## src/rtl/lscf_pkg.sv

```systemverilog
// Shared types, constants and helper functions for the line sensor centroid filter.
package lscf_pkg;

    // Defaults for the top-level parameters
    localparam int SENSOR_COUNT_DEF = 32;
    localparam int MAX_SEGMENTS_DEF = 4;

    // Fixed field and state widths
    localparam int SAMPLE_BITS = 12;
    localparam int IDX_W       = 5;
    localparam int SUM_W       = 17;
    localparam int WSUM_W      = 22;
    localparam int CNT_W       = 5;
    localparam int LED_W       = 32;
    localparam int POS_W       = 16;
    localparam int Q_W         = 12;
    localparam int LC_W        = 4;
    localparam int OPOS_W      = 8;
    localparam int WGT_W       = 9;
    localparam int CFG_DATA_W  = 17;
    localparam int CFG_IDX_W   = 3;
    localparam int IN_W        = 32;
    localparam int OUT_W       = 104;

    // Divider: dividend is the weighted sum times eight
    localparam int DIV_W  = WSUM_W + 3;
    localparam int STEP_W = $clog2(DIV_W);

    // Frame snapshots waiting for evaluation
    localparam int QUEUE_DEPTH = 2;

    localparam logic [POS_W-1:0] POS_RESET      = 16'd31488;
    localparam logic [LC_W-1:0]  LINES_TOO_MANY = 4'd10;
    localparam logic [CNT_W-1:0] CNT_MAX        = 5'd31;

    // Configuration register indexes
    typedef enum logic [CFG_IDX_W-1:0] {
        CFG_MODE    = 3'd0,
        CFG_LED_TH  = 3'd1,
        CFG_MEAS_TH = 3'd2,
        CFG_LIM0    = 3'd3,
        CFG_LIM1    = 3'd4,
        CFG_LIM3    = 3'd5,
        CFG_LIM4    = 3'd6,
        CFG_WEIGHT  = 3'd7
    } cfg_idx_t;

    typedef struct packed {
        logic                   mode_skill;
        logic [SAMPLE_BITS-1:0] led_th;
        logic [SAMPLE_BITS-1:0] meas_th;
        logic [SUM_W-1:0]       lim0;
        logic [SUM_W-1:0]       lim1;
        logic [SUM_W-1:0]       lim3;
        logic [SUM_W-1:0]       lim4;
        logic [WGT_W-1:0]       weight;
    } cfg_t;

    // Evaluation sequencer states
    typedef enum logic [2:0] {
        ST_IDLE,
        ST_COUNT,
        ST_SCAN,
        ST_DIV,
        ST_EMA,
        ST_DONE
    } back_state_t;

    function automatic logic [SUM_W-1:0] sat_sum(input logic [SUM_W-1:0] a,
                                                 input logic [SUM_W-1:0] b);
        logic [SUM_W:0] s;
        s = {1'b0, a} + {1'b0, b};
        return s[SUM_W] ? {SUM_W{1'b1}} : s[SUM_W-1:0];
    endfunction

    function automatic logic [WSUM_W-1:0] sat_wsum(input logic [WSUM_W-1:0] a,
                                                   input logic [SUM_W-1:0]  b);
        logic [WSUM_W:0] s;
        s = {1'b0, a} + (WSUM_W+1)'(b);
        return s[WSUM_W] ? {WSUM_W{1'b1}} : s[WSUM_W-1:0];
    endfunction

    // Weight of the new value, clamped to 256
    function automatic logic [WGT_W-1:0] eff_weight(input logic [WGT_W-1:0] w);
        return (w > 9'd256) ? 9'd256 : w;
    endfunction

    // Filtered count to line count
    function automatic logic [LC_W-1:0] count_decode(input logic [Q_W-1:0] q,
                                                     input logic         skill);
        logic [LC_W-1:0] r;
        if (q < 12'd128)       r = 4'd0;
        else if (skill && q < 12'd384) r = 4'd1;
        else if (skill && q < 12'd640) r = 4'd2;
        else if (!skill && q < 12'd512) r = 4'd1;
        else if (q < 12'd896)  r = 4'd3;
        else if (q < 12'd1152) r = 4'd4;
        else                   r = LINES_TOO_MANY;
        return r;
    endfunction

    // Q8 position to rounded integer
    function automatic logic [OPOS_W-1:0] round_pos(input logic [POS_W-1:0] p);
        logic [POS_W:0] s;
        s = {1'b0, p} + 17'd128;
        return s[POS_W-1:8];
    endfunction

endpackage

```

## src/rtl/line_sensor_centroid_filter.sv

```systemverilog
// Top level of the line sensor centroid filter: config registers, front, queue, back.
//
// Usage:
//   s_* carries one front/back sample pair per transfer; s_tlast marks the last
//   pair of a frame. m_* carries one result per frame: both LED words, the
//   filtered line count and four filtered positions. cfg_we/cfg_index/cfg_data
//   write the configuration registers; the user must write them only while
//   the block is idle, which the block itself does not enforce.
// Throughput and evaluation:
//   A pair is taken every cycle while the snapshot queue has room. At frame
//   end the front pushes a snapshot into a two-entry queue. The back evaluates
//   one snapshot at a time: it takes the count, then scans each slot; a slot
//   with data runs the 25-step serial divider and the filter update. Last it
//   loads the output register.
// Reset:
//   All filters, LED words and sums return to their reset values; positions
//   read 123 and the count 0.
// Stall:
//   A held result stalls the back; the queue then fills and s_tready drops.
module line_sensor_centroid_filter
    import lscf_pkg::*;
#(
    parameter int SENSOR_COUNT = SENSOR_COUNT_DEF,
    parameter int MAX_SEGMENTS = MAX_SEGMENTS_DEF
)
(
    input  logic                  clk,
    input  logic                  rst_n,
    input  logic                  s_tvalid,
    output logic                  s_tready,
    input  logic [IN_W-1:0]       s_tdata,   // sensor_index, front_sample, back_sample, pad
    input  logic                  s_tlast,   // frame_end
    output logic                  m_tvalid,
    input  logic                  m_tready,
    output logic [OUT_W-1:0]      m_tdata,   // front_led_bits, back_led_bits, line_count,
                                             // position_first .. position_fourth, pad
    input  logic                  cfg_we,
    input  logic [CFG_IDX_W-1:0]  cfg_index,
    input  logic [CFG_DATA_W-1:0] cfg_data
);

    localparam int SLOTS  = (MAX_SEGMENTS < 2) ? 2 : MAX_SEGMENTS;
    localparam int SNAP_W = 1 + 2*LED_W + SLOTS*(SUM_W+WSUM_W) + SUM_W + CNT_W;

    cfg_t              cfg_reg, cfg_next;
    logic              accept, push, pop, full, empty;
    logic [SNAP_W-1:0] snap, q_data;

    // Configuration registers
    always_comb
    begin
        cfg_next = cfg_reg;
        if (cfg_we)
        begin
            unique case (cfg_idx_t'(cfg_index))
                CFG_MODE:    cfg_next.mode_skill = cfg_data[0];
                CFG_LED_TH:  cfg_next.led_th     = cfg_data[SAMPLE_BITS-1:0];
                CFG_MEAS_TH: cfg_next.meas_th    = cfg_data[SAMPLE_BITS-1:0];
                CFG_LIM0:    cfg_next.lim0       = cfg_data;
                CFG_LIM1:    cfg_next.lim1       = cfg_data;
                CFG_LIM3:    cfg_next.lim3       = cfg_data;
                CFG_LIM4:    cfg_next.lim4       = cfg_data;
                CFG_WEIGHT:  cfg_next.weight     = cfg_data[WGT_W-1:0];
                default:     cfg_next = cfg_reg;
            endcase
        end
    end

    always_ff @(posedge clk or negedge rst_n)
    begin
        if (!rst_n)
        begin
            cfg_reg.mode_skill <= 1'b0;
            cfg_reg.led_th     <= 12'd1500;
            cfg_reg.meas_th    <= 12'd1500;
            cfg_reg.lim0       <= 17'd1000;
            cfg_reg.lim1       <= 17'd15000;
            cfg_reg.lim3       <= 17'd40000;
            cfg_reg.lim4       <= 17'd55000;
            cfg_reg.weight     <= 9'd102;
        end
        else
        begin
            cfg_reg <= cfg_next;
        end
    end

    assign s_tready = !full;
    assign accept   = s_tvalid && s_tready;

    lscf_front #(
        .SENSOR_COUNT (SENSOR_COUNT),
        .MAX_SEGMENTS (MAX_SEGMENTS)
    ) u_front (
        .clk    (clk),
        .rst_n  (rst_n),
        .cfg    (cfg_reg),
        .accept (accept),
        .idx    (s_tdata[4:0]),
        .fv     (s_tdata[16:5]),
        .bv     (s_tdata[28:17]),
        .last   (s_tlast),
        .push   (push),
        .snap   (snap)
    );

    lscf_fifo #(
        .WIDTH (SNAP_W),
        .DEPTH (QUEUE_DEPTH)
    ) u_fifo (
        .clk       (clk),
        .rst_n     (rst_n),
        .push      (push),
        .push_data (snap),
        .pop       (pop),
        .pop_data  (q_data),
        .full      (full),
        .empty     (empty)
    );

    lscf_back #(
        .MAX_SEGMENTS (MAX_SEGMENTS)
    ) u_back (
        .clk      (clk),
        .rst_n    (rst_n),
        .cfg      (cfg_reg),
        .q_empty  (empty),
        .q_data   (q_data),
        .q_pop    (pop),
        .m_tvalid (m_tvalid),
        .m_tready (m_tready),
        .m_tdata  (m_tdata)
    );

endmodule

```

## src/rtl/lscf_fifo.sv

```systemverilog
// Short register queue of frame snapshots between front and back.
module lscf_fifo
    import lscf_pkg::*;
#(
    parameter int WIDTH = 8,
    parameter int DEPTH = QUEUE_DEPTH
)
(
    input  logic             clk,
    input  logic             rst_n,
    input  logic             push,
    input  logic [WIDTH-1:0] push_data,
    input  logic             pop,
    output logic [WIDTH-1:0] pop_data,
    output logic             full,
    output logic             empty
);

    localparam int PTR_W = (DEPTH > 1) ? $clog2(DEPTH) : 1;
    localparam int CNT_QW = $clog2(DEPTH + 1);

    logic [WIDTH-1:0]  mem_reg [DEPTH];
    logic [PTR_W-1:0]  wr_reg, wr_next, rd_reg, rd_next;
    logic [CNT_QW-1:0] cnt_reg, cnt_next;

    assign full     = (cnt_reg == CNT_QW'(DEPTH));
    assign empty    = (cnt_reg == '0);
    assign pop_data = mem_reg[rd_reg];

    // Pointer and fill bookkeeping
    always_comb
    begin
        wr_next  = wr_reg;
        rd_next  = rd_reg;
        cnt_next = cnt_reg;
        if (push)
        begin
            wr_next = (wr_reg == PTR_W'(DEPTH - 1)) ? '0 : wr_reg + 1'b1;
        end
        if (pop)
        begin
            rd_next = (rd_reg == PTR_W'(DEPTH - 1)) ? '0 : rd_reg + 1'b1;
        end
        if (push && !pop)
        begin
            cnt_next = cnt_reg + 1'b1;
        end
        else if (pop && !push)
        begin
            cnt_next = cnt_reg - 1'b1;
        end
    end

    always_ff @(posedge clk or negedge rst_n)
    begin
        if (!rst_n)
        begin
            wr_reg  <= '0;
            rd_reg  <= '0;
            cnt_reg <= '0;
        end
        else
        begin
            wr_reg  <= wr_next;
            rd_reg  <= rd_next;
            cnt_reg <= cnt_next;
        end
    end

    // Storage
    always_ff @(posedge clk)
    begin
        if (push)
        begin
            mem_reg[wr_reg] <= push_data;
        end
    end

endmodule

```

## src/rtl/lscf_front.sv

```systemverilog
// Front part: LED bitmaps and per-frame accumulation, one sample pair per transfer.
module lscf_front
    import lscf_pkg::*;
#(
    parameter int SENSOR_COUNT = SENSOR_COUNT_DEF,
    parameter int MAX_SEGMENTS = MAX_SEGMENTS_DEF
)
(
    input  logic                   clk,
    input  logic                   rst_n,
    input  cfg_t                   cfg,
    input  logic                   accept,
    input  logic [IDX_W-1:0]       idx,
    input  logic [SAMPLE_BITS-1:0] fv,
    input  logic [SAMPLE_BITS-1:0] bv,
    input  logic                   last,
    output logic                   push,
    output logic [1+2*LED_W+((MAX_SEGMENTS < 2) ? 2 : MAX_SEGMENTS)*(SUM_W+WSUM_W)
                  +SUM_W+CNT_W-1:0] snap
);

    localparam int SLOTS  = (MAX_SEGMENTS < 2) ? 2 : MAX_SEGMENTS;
    localparam int SLOT_W = $clog2(SLOTS);

    logic [LED_W-1:0]             fled_reg, fled_next, bled_reg, bled_next;
    logic [SLOTS-1:0][SUM_W-1:0]  sums_reg, sums_next;
    logic [SLOTS-1:0][WSUM_W-1:0] wsums_reg, wsums_next;
    logic [SUM_W-1:0]             total_reg, total_next;
    logic [CNT_W-1:0]             segnum_reg, segnum_next;
    logic [CNT_W-1:0]             raw_reg, raw_next;
    logic                         inside_reg, inside_next;
    logic                         in_range, sel_ok, f_meas, b_meas;
    logic [SLOT_W-1:0]            sel;
    logic [SUM_W-1:0]             fprod, bprod;

    assign in_range = (32'(idx) < SENSOR_COUNT);
    assign sel_ok   = (32'(segnum_reg) < MAX_SEGMENTS);
    assign sel      = segnum_reg[SLOT_W-1:0];
    assign f_meas   = (fv > cfg.meas_th);
    assign b_meas   = (bv > cfg.meas_th);
    assign fprod    = SUM_W'(fv) * SUM_W'(idx);
    assign bprod    = SUM_W'(bv) * SUM_W'(idx);
    assign push     = accept && last;

    // Per-pair update, snapshot and clear at frame end
    always_comb
    begin
        fled_next   = fled_reg;
        bled_next   = bled_reg;
        sums_next   = sums_reg;
        wsums_next  = wsums_reg;
        total_next  = total_reg;
        segnum_next = segnum_reg;
        raw_next    = raw_reg;
        inside_next = inside_reg;
        if (accept && in_range)
        begin
            fled_next[{idx[4:3], ~idx[2:0]}] = (fv > cfg.led_th);
            bled_next[{~idx[4:3], idx[2:0]}] = (bv > cfg.led_th);
            if (!cfg.mode_skill)
            begin
                if (f_meas)
                begin
                    sums_next[0]  = sat_sum(sums_reg[0], SUM_W'(fv));
                    wsums_next[0] = sat_wsum(wsums_reg[0], fprod);
                end
                if (b_meas)
                begin
                    sums_next[1]  = sat_sum(sums_reg[1], SUM_W'(bv));
                    wsums_next[1] = sat_wsum(wsums_reg[1], bprod);
                end
            end
            else if (f_meas)
            begin
                total_next = sat_sum(total_reg, SUM_W'(fv));
                for (int k = 0; k < SLOTS; k++)
                begin
                    if (sel_ok && sel == SLOT_W'(k))
                    begin
                        sums_next[k]  = sat_sum(sums_reg[k], SUM_W'(fv));
                        wsums_next[k] = sat_wsum(wsums_reg[k], fprod);
                    end
                end
                if (!inside_reg && raw_reg != CNT_MAX)
                begin
                    raw_next = raw_reg + 1'b1;
                end
                inside_next = 1'b1;
            end
            else if (inside_reg)
            begin
                if (segnum_reg != CNT_MAX)
                begin
                    segnum_next = segnum_reg + 1'b1;
                end
                inside_next = 1'b0;
            end
        end
        snap = {raw_next, total_next, wsums_next, sums_next, bled_next, fled_next,
                cfg.mode_skill};
        if (push)
        begin
            sums_next   = '0;
            wsums_next  = '0;
            total_next  = '0;
            segnum_next = '0;
            raw_next    = '0;
            inside_next = 1'b0;
        end
    end

    always_ff @(posedge clk or negedge rst_n)
    begin
        if (!rst_n)
        begin
            fled_reg   <= '0;
            bled_reg   <= '0;
            sums_reg   <= '0;
            wsums_reg  <= '0;
            total_reg  <= '0;
            segnum_reg <= '0;
            raw_reg    <= '0;
            inside_reg <= 1'b0;
        end
        else
        begin
            fled_reg   <= fled_next;
            bled_reg   <= bled_next;
            sums_reg   <= sums_next;
            wsums_reg  <= wsums_next;
            total_reg  <= total_next;
            segnum_reg <= segnum_next;
            raw_reg    <= raw_next;
            inside_reg <= inside_next;
        end
    end

endmodule

```

## src/rtl/lscf_back.sv

```systemverilog
// Back part: per-frame evaluation, serial centroid divider, EMA filters, output register.
module lscf_back
    import lscf_pkg::*;
#(
    parameter int MAX_SEGMENTS = MAX_SEGMENTS_DEF
)
(
    input  logic             clk,
    input  logic             rst_n,
    input  cfg_t             cfg,
    input  logic             q_empty,
    input  logic [1+2*LED_W+((MAX_SEGMENTS < 2) ? 2 : MAX_SEGMENTS)*(SUM_W+WSUM_W)
                  +SUM_W+CNT_W-1:0] q_data,
    output logic             q_pop,
    output logic             m_tvalid,
    input  logic             m_tready,
    output logic [OUT_W-1:0] m_tdata   // front_led_bits, back_led_bits, line_count,
                                       // position_first .. position_fourth, zero pad
);

    localparam int SLOTS  = (MAX_SEGMENTS < 2) ? 2 : MAX_SEGMENTS;
    localparam int SLOT_W = $clog2(SLOTS);
    localparam int SNAP_W = 1 + 2*LED_W + SLOTS*(SUM_W+WSUM_W) + SUM_W + CNT_W;

    back_state_t state_reg, state_next;

    logic [SNAP_W-1:0]            snap_reg, snap_next;
    logic                         s_mode;
    logic [LED_W-1:0]             s_fled, s_bled;
    logic [SLOTS-1:0][SUM_W-1:0]  s_sums;
    logic [SLOTS-1:0][WSUM_W-1:0] s_wsums;
    logic [SUM_W-1:0]             s_total;
    logic [CNT_W-1:0]             s_raw;

    logic [Q_W-1:0]    q_reg, q_next;
    logic [LC_W-1:0]   prev_reg, prev_next, cnt_reg, cnt_next;
    logic              reload_reg, reload_next;
    logic [SLOT_W-1:0] k_reg, k_next;
    logic [STEP_W-1:0] step_reg, step_next;
    logic [SUM_W-1:0]  rem_reg, rem_next;
    logic [DIV_W-1:0]  dd_reg, dd_next;
    logic [SLOTS-1:0][POS_W-1:0] pos_reg, pos_next;
    logic              m_tvalid_reg, m_tvalid_next;
    logic [OUT_W-1:0]  out_reg, out_next;

    logic [WGT_W-1:0]  w, inv;
    logic [LC_W-1:0]   n, dec;
    logic [Q_W-1:0]    q_new;
    logic [SUM_W:0]    rem_sh;
    logic [OPOS_W-1:0] c;
    logic [OPOS_W-1:0] opos [4];
    logic              k_last, out_free, slot_has;

    assign {s_raw, s_total, s_wsums, s_sums, s_bled, s_fled, s_mode} = snap_reg;

    assign w        = eff_weight(cfg.weight);
    assign inv      = 9'd256 - w;
    assign k_last   = (k_reg == SLOT_W'(SLOTS - 1));
    assign out_free = !m_tvalid_reg || m_tready;
    assign slot_has = (s_sums[k_reg] != '0);
    assign rem_sh   = {rem_reg, dd_reg[DIV_W-1]};
    assign c        = (dd_reg > DIV_W'(255)) ? 8'd255 : dd_reg[7:0];
    assign m_tvalid = m_tvalid_reg;
    assign m_tdata  = out_reg;

    // Raw count of this frame, its filtered value and the decoded line count
    always_comb
    begin
        if (!s_mode)
        begin
            if (s_sums[0] < cfg.lim0)      n = 4'd0;
            else if (s_sums[0] < cfg.lim1) n = 4'd1;
            else if (s_sums[0] < cfg.lim3) n = 4'd3;
            else if (s_sums[0] < cfg.lim4) n = 4'd4;
            else                           n = LINES_TOO_MANY;
        end
        else
        begin
            if (s_total < cfg.lim0)                   n = 4'd0;
            else if (s_total > cfg.lim4)              n = LINES_TOO_MANY;
            else if (s_raw > CNT_W'(LINES_TOO_MANY))  n = LINES_TOO_MANY;
            else                                      n = s_raw[LC_W-1:0];
        end
        q_new = Q_W'(13'(w * n) + 13'((21'(inv) * 21'(q_reg)) >> 8));
        dec   = count_decode(q_new, s_mode);
    end

    // Rounded positions; slots that do not exist stay at the reset value
    for (genvar j = 0; j < 4; j++)
    begin : g_opos
        if (j < SLOTS)
        begin : g_slot
            assign opos[j] = round_pos(pos_reg[j]);
        end
        else
        begin : g_none
            assign opos[j] = round_pos(POS_RESET);
        end
    end

    // Sequencer next state
    always_comb
    begin
        state_next = state_reg;
        unique case (state_reg)
            ST_IDLE:  if (!q_empty) state_next = ST_COUNT;
            ST_COUNT: state_next = ST_SCAN;
            ST_SCAN:
            begin
                if (slot_has)    state_next = ST_DIV;
                else if (k_last) state_next = ST_DONE;
            end
            ST_DIV:   if (step_reg == STEP_W'(DIV_W - 1)) state_next = ST_EMA;
            ST_EMA:   state_next = k_last ? ST_DONE : ST_SCAN;
            ST_DONE:  if (out_free) state_next = ST_IDLE;
            default:  state_next = ST_IDLE;
        endcase
    end

    // Sequencer outputs and datapath
    always_comb
    begin
        q_pop         = 1'b0;
        snap_next     = snap_reg;
        q_next        = q_reg;
        prev_next     = prev_reg;
        cnt_next      = cnt_reg;
        reload_next   = reload_reg;
        k_next        = k_reg;
        step_next     = step_reg;
        rem_next      = rem_reg;
        dd_next       = dd_reg;
        pos_next      = pos_reg;
        m_tvalid_next = m_tvalid_reg && !m_tready;
        out_next      = out_reg;
        unique case (state_reg)
            ST_IDLE:
            begin
                if (!q_empty)
                begin
                    q_pop     = 1'b1;
                    snap_next = q_data;
                end
            end
            ST_COUNT:
            begin
                q_next      = q_new;
                cnt_next    = dec;
                reload_next = s_mode && (dec != prev_reg);
                if (s_mode)
                begin
                    prev_next = dec;
                end
                k_next = '0;
            end
            ST_SCAN:
            begin
                rem_next  = '0;
                dd_next   = {s_wsums[k_reg], 3'b000};
                step_next = '0;
                if (!slot_has && !k_last)
                begin
                    k_next = k_reg + 1'b1;
                end
            end
            ST_DIV:
            begin
                // one restoring step per cycle, quotient shifts into dd
                if (rem_sh >= {1'b0, s_sums[k_reg]})
                begin
                    rem_next = SUM_W'(rem_sh - {1'b0, s_sums[k_reg]});
                    dd_next  = {dd_reg[DIV_W-2:0], 1'b1};
                end
                else
                begin
                    rem_next = rem_sh[SUM_W-1:0];
                    dd_next  = {dd_reg[DIV_W-2:0], 1'b0};
                end
                step_next = step_reg + 1'b1;
            end
            ST_EMA:
            begin
                if (reload_reg)
                begin
                    pos_next[k_reg] = {c, 8'd0};
                end
                else
                begin
                    pos_next[k_reg] = POS_W'(17'(w * c)
                                      + 17'((25'(inv) * 25'(pos_reg[k_reg])) >> 8));
                end
                if (!k_last)
                begin
                    k_next = k_reg + 1'b1;
                end
            end
            ST_DONE:
            begin
                if (out_free)
                begin
                    m_tvalid_next = 1'b1;
                    out_next = {4'd0, opos[3], opos[2], opos[1], opos[0], cnt_reg,
                                s_bled, s_fled};
                end
            end
            default: ;
        endcase
    end

    always_ff @(posedge clk or negedge rst_n)
    begin
        if (!rst_n)
        begin
            state_reg    <= ST_IDLE;
            q_reg        <= '0;
            prev_reg     <= '0;
            pos_reg      <= {SLOTS{POS_RESET}};
            m_tvalid_reg <= 1'b0;
        end
        else
        begin
            state_reg    <= state_next;
            q_reg        <= q_next;
            prev_reg     <= prev_next;
            pos_reg      <= pos_next;
            m_tvalid_reg <= m_tvalid_next;
        end
    end

    // Working and payload registers
    always_ff @(posedge clk)
    begin
        snap_reg   <= snap_next;
        cnt_reg    <= cnt_next;
        reload_reg <= reload_next;
        k_reg      <= k_next;
        step_reg   <= step_next;
        rem_reg    <= rem_next;
        dd_reg     <= dd_next;
        out_reg    <= out_next;
    end

`ifndef SYNTH
    a_div_nonzero: assert property (@(posedge clk) disable iff (!rst_n)
        state_reg == ST_DIV |-> s_sums[k_reg] != '0)
        else $error("divider running on an empty slot");

    a_done_loads: assert property (@(posedge clk) disable iff (!rst_n)
        (state_reg == ST_DONE && !m_tvalid_reg) |=> m_tvalid_reg)
        else $error("finished frame not loaded into output register");

    a_count_code: assert property (@(posedge clk) disable iff (!rst_n)
        m_tvalid_reg |-> (out_reg[67:64] == 4'd0 || out_reg[67:64] == 4'd1
            || out_reg[67:64] == 4'd2 || out_reg[67:64] == 4'd3
            || out_reg[67:64] == 4'd4 || out_reg[67:64] == LINES_TOO_MANY))
        else $error("line count outside its code set");

    a_pop_idle: assert property (@(posedge clk) disable iff (!rst_n)
        q_pop |-> (state_reg == ST_IDLE && !q_empty))
        else $error("snapshot taken while busy");
`endif

endmodule

```

## config.mk

```make
export PLATFORM = sky130hd
export DESIGN_NAME = line_sensor_centroid_filter
export DESIGN_NICKNAME = d
export VERILOG_FILES = /design/src/rtl/lscf_pkg.sv /design/src/rtl/line_sensor_centroid_filter.sv /design/src/rtl/lscf_fifo.sv /design/src/rtl/lscf_front.sv /design/src/rtl/lscf_back.sv
export SDC_FILE = /design/constraint.sdc
export NUM_CORES = 2
export LEC_CHECK = 0
export BUFFER_PORTS_ARGS = -buffer_cell sky130_fd_sc_hd__buf_2
export CORE_AREA = 2 2 466 421
export CTS_CLUSTER_SIZE = 40
export DETAILED_ROUTE_END_ITERATION = 16
export DIE_AREA = 0 0 468 423
export SYNTH_ARGS = -nofsm -noshare
export SYNTH_HDL_FRONTEND = slang
export SYNTH_HIERARCHICAL = 1
export SYNTH_SLANG_ARGS = --single-unit
```

## constraint.sdc

```tcl
create_clock -name clk -period 31.3 [get_ports clk]
set_clock_uncertainty 0.15 [all_clocks]
set_input_delay 6.26 -clock clk [delete_from_list [all_inputs] [get_ports clk]]
set_output_delay 6.26 -clock clk [all_outputs]
set_load 0.01 [all_outputs]
```

==> run_results.csv <==
group,metric,value,unit
logic_synthesis,syn_avg_cell_area,12.0,µm²
grt,grt_pass1_wl,308,mm
floorplan,die_w,468,µm
logic_synthesis,ys_seq_elements,1321,
sta,timing.fmax,77.8,MHz
floorplan,core,193000,µm²
floorplan,ios,164,
routing,ant_nets,0,
clocking,clock_path_buffers,3,
clocking,cts_sinks,1321,
logic_synthesis,synth_top_area_share,33.6,%
clocking,clkTransAtPathRegs,0.06,ns
routing,wl_per_cell,21.3,µm
floorplan,die_area,198000,µm²
final_layout,largest_reg_flops,486,
placement,place.detailed.hpwl,142,mm
floorplan,row_count,153,
grt,grt_max_degree,139,
logic_synthesis,netlist-cell-type-count,122,
routing,wirelength,200,mm
logic_synthesis,synthArstFlopShare,33.2,%
clocking,cts-htree-levels,4,
clocking,cts_setup_buffers,0,
setup_path,crit_type,"in -> reg",
routing,viasPerCell,5.42,
sta,slew_viol_final,0,
run,cap_viol_max_count,0,
final_layout,nNetsFinal,7625,
clocking,cts_inserted_buffers,145,
sta,rsz0062_at_grt,"no",
setup_path,crit_path_start_kind,"input port",
logic_synthesis,synth_top_cell_by_area,"edfxtp_1",
sta,tns,0,ns
setup_path,endpoint_kind,"flip-flop",
grt,grt_pass1_vias,51700,
run_status,status,"finished clean",
clocking,cts_tree,"yes",
sta,hold_viol_final,0,
sta,setup_viol_count_final,0,
logic_synthesis,synth_area,78800,µm²
logic_synthesis,synthTopCellsByArea,"edfxtp_1 (34%), dfrtp_1 (12%), fa_1 (8.4%)",
final_layout,final_layout_size_suffix_gt1_share,16.1,%
setup_path,crit_arrival,13.25,ns
clocking,cts_resized,0,
grt,antenna_found_initial,13,
sta,fin_crit,12.85,ns
floorplan,start_util,40.8,%
floorplan,die_y,423,µm
sta,worstMarginPinSlew,1.13,ns
clocking,cts_hold_buf,0,
clocking,cts_root_buffer,"clkbuf_16",
grt,overflow,0,
logic_synthesis,synth_warnings,6,
grt,grt_usage,20.3,%
logic_synthesis,synth_edf_count,883,
clocking,clkLatencyLatePin,0.79,ns
min_path,hp-class,"reg -> reg",
setup_path,crit_fanout,32,
final_layout,nFillCells,17600,
logic_synthesis,synthCells,6563,
routing,drc,0,
logic_synthesis,synthFlopType,"edfxtp_1",
placement,place.gp.congestion,0.894,
routing,vias,51000,
sta,period_share,41.1,%
setup_path,crit_required,31.70,ns
logic_synthesis,yosysSeqAreaShare,47.7,%
sta,max_slew_margin,24.6,%
final_layout,syn2layout_area_growth,10.8,%
placement,port_buffers,156,
routing,drtPass1Iterations,6,
routing,first_iter_violations,3903,
-- logic make-up (layout without fill, tap and decap cells) --
logic type      Yosys count  after routing  synth area share (%)
fa+ha+maj               841            841                  16.5
flops                  1321           1321                  47.7
compound gates         1082           1082                  9.47
buf+inv                 790           1074                  4.14
other cells               1              8               0.00476
simple gates           1809           1809                  11.2
mux                     474            474                  8.32
xor+xnor                245            245                  2.73
-- synthesized netlist by cell type, types with 46 or more instances --
library cell / count
nand2_1: 626
mux2_4: 170
o21a_1: 46
clkbuf_1: 130
xor2_1: 80
o21ai_0: 185
nand2b_1: 53
mux4_2: 54
nand3_1: 86
mux2_2: 226
nor3_1: 99
nor2b_1: 80
xnor2_1: 164
ha_1: 510
dfstp_2: 69
dfrtp_1: 369
inv_1: 563
fa_1: 331
nand4_1: 47
o31ai_1: 53
a31oi_1: 68
a21oi_1: 252
and2_1: 245
nor2_1: 395
a211oi_1: 61
a21o_1: 103
edfxtp_1: 883
-- cell type report --
cell class,instances,area [µm²],share of cell area [%]
diodes,4,10.0,0.0115
repair buffers,235,1410,1.61
well taps,2557,3200,3.66
multi-input cells,4455,38100,43.6
inverters,568,2130,2.44
flip-flops and latches,1321,37600,43.0
clock buffers,193,4080,4.67
clock inverters,78,860,0.984
-- cell usage in the layout, fill, tap and decap left out, drive strengths merged, types with 68 or more instances in the layout --
cell	count
a21o	103
a21oi	257
a31oi	68
and2	246
buf	235
clkbuf	193
dfrtp	369
dfstp	69
edfxtp	883
fa	331
ha	510
inv	573
mux2	397
nand2	627
nand3	87
nor2	395
nor2b	81
nor3	101
o21ai	198
xnor2	165
xor2	80
-- metrics by stage --
step / area (µm²) / hold WS, ns / std cells / utilization [%] / setup WS (ns)
after floorplan: 78800 / 0.250 / 6566 / - / 5.31
after global placement: 82400 / 0.254 / 9136 / 42.7 / 17.82
after global routing: 87300 / 0.272 / 9408 / 45.3 / 18.15
final: 87400 / 0.263 / 9411 / 45.3 / 18.45
after CTS: 87300 / 0.264 / 9407 / 45.3 / 18.57
after detailed placement: 82400 / 0.255 / 9136 / 42.7 / 17.77
-- final timing paths --
check,start,end,slack (ns),depth (start not counted)
setup / recovery,s_tdata[4],u_fifo/mem_reg[0][138],18.45,22
hold / removal,u_back/snap_reg[5],u_back/m_tdata[4],0.26,0
setup reg to reg,cfg_reg[8],u_back/pos_reg[31],19.81,45
hold reg to reg,u_back/snap_reg[5],u_back/m_tdata[4],0.26,0
max in group asynchronous,rst_n,cfg_reg[57],22.66,4
min in group asynchronous,rst_n,u_front/wsums_reg[36],5.33,1
-- critical path, stage by stage --
cell and delay, ns:
buf_2 0.72, nand2_1 0.16, fa_1 0.55, fa_1 0.43, fa_1 0.49, inv_1 0.04, ha_1 0.31, nor2b_1 0.14
o21a_1 0.17, o21ai_0 0.14, nand2b_1 0.09, a31o_2 0.28, a211oi_1 0.30, nor2_1 0.15, xnor2_1 0.73, ha_1 0.33
nand2_1 0.15, a21oi_1 0.17, o41ai_2 0.14, a211oi_2 0.91, nor2_1 0.16, a21oi_1 0.35
-- layer usage --
layer	wire length [µm]	vias to the layer above	track usage (%)	part of all wire, %
li1	-	23700	-	-
met1	91200	25900	28.4	46
met2	92900	1251	32.5	46
met3	10700	264	3.17	5.4
met4	5190	0	5.77	2.6
met5	0	-	0	0
Power is left out: the tool's default activity adds up to more than one toggle a clock period on the data nets, which glitch-free logic cannot reach.
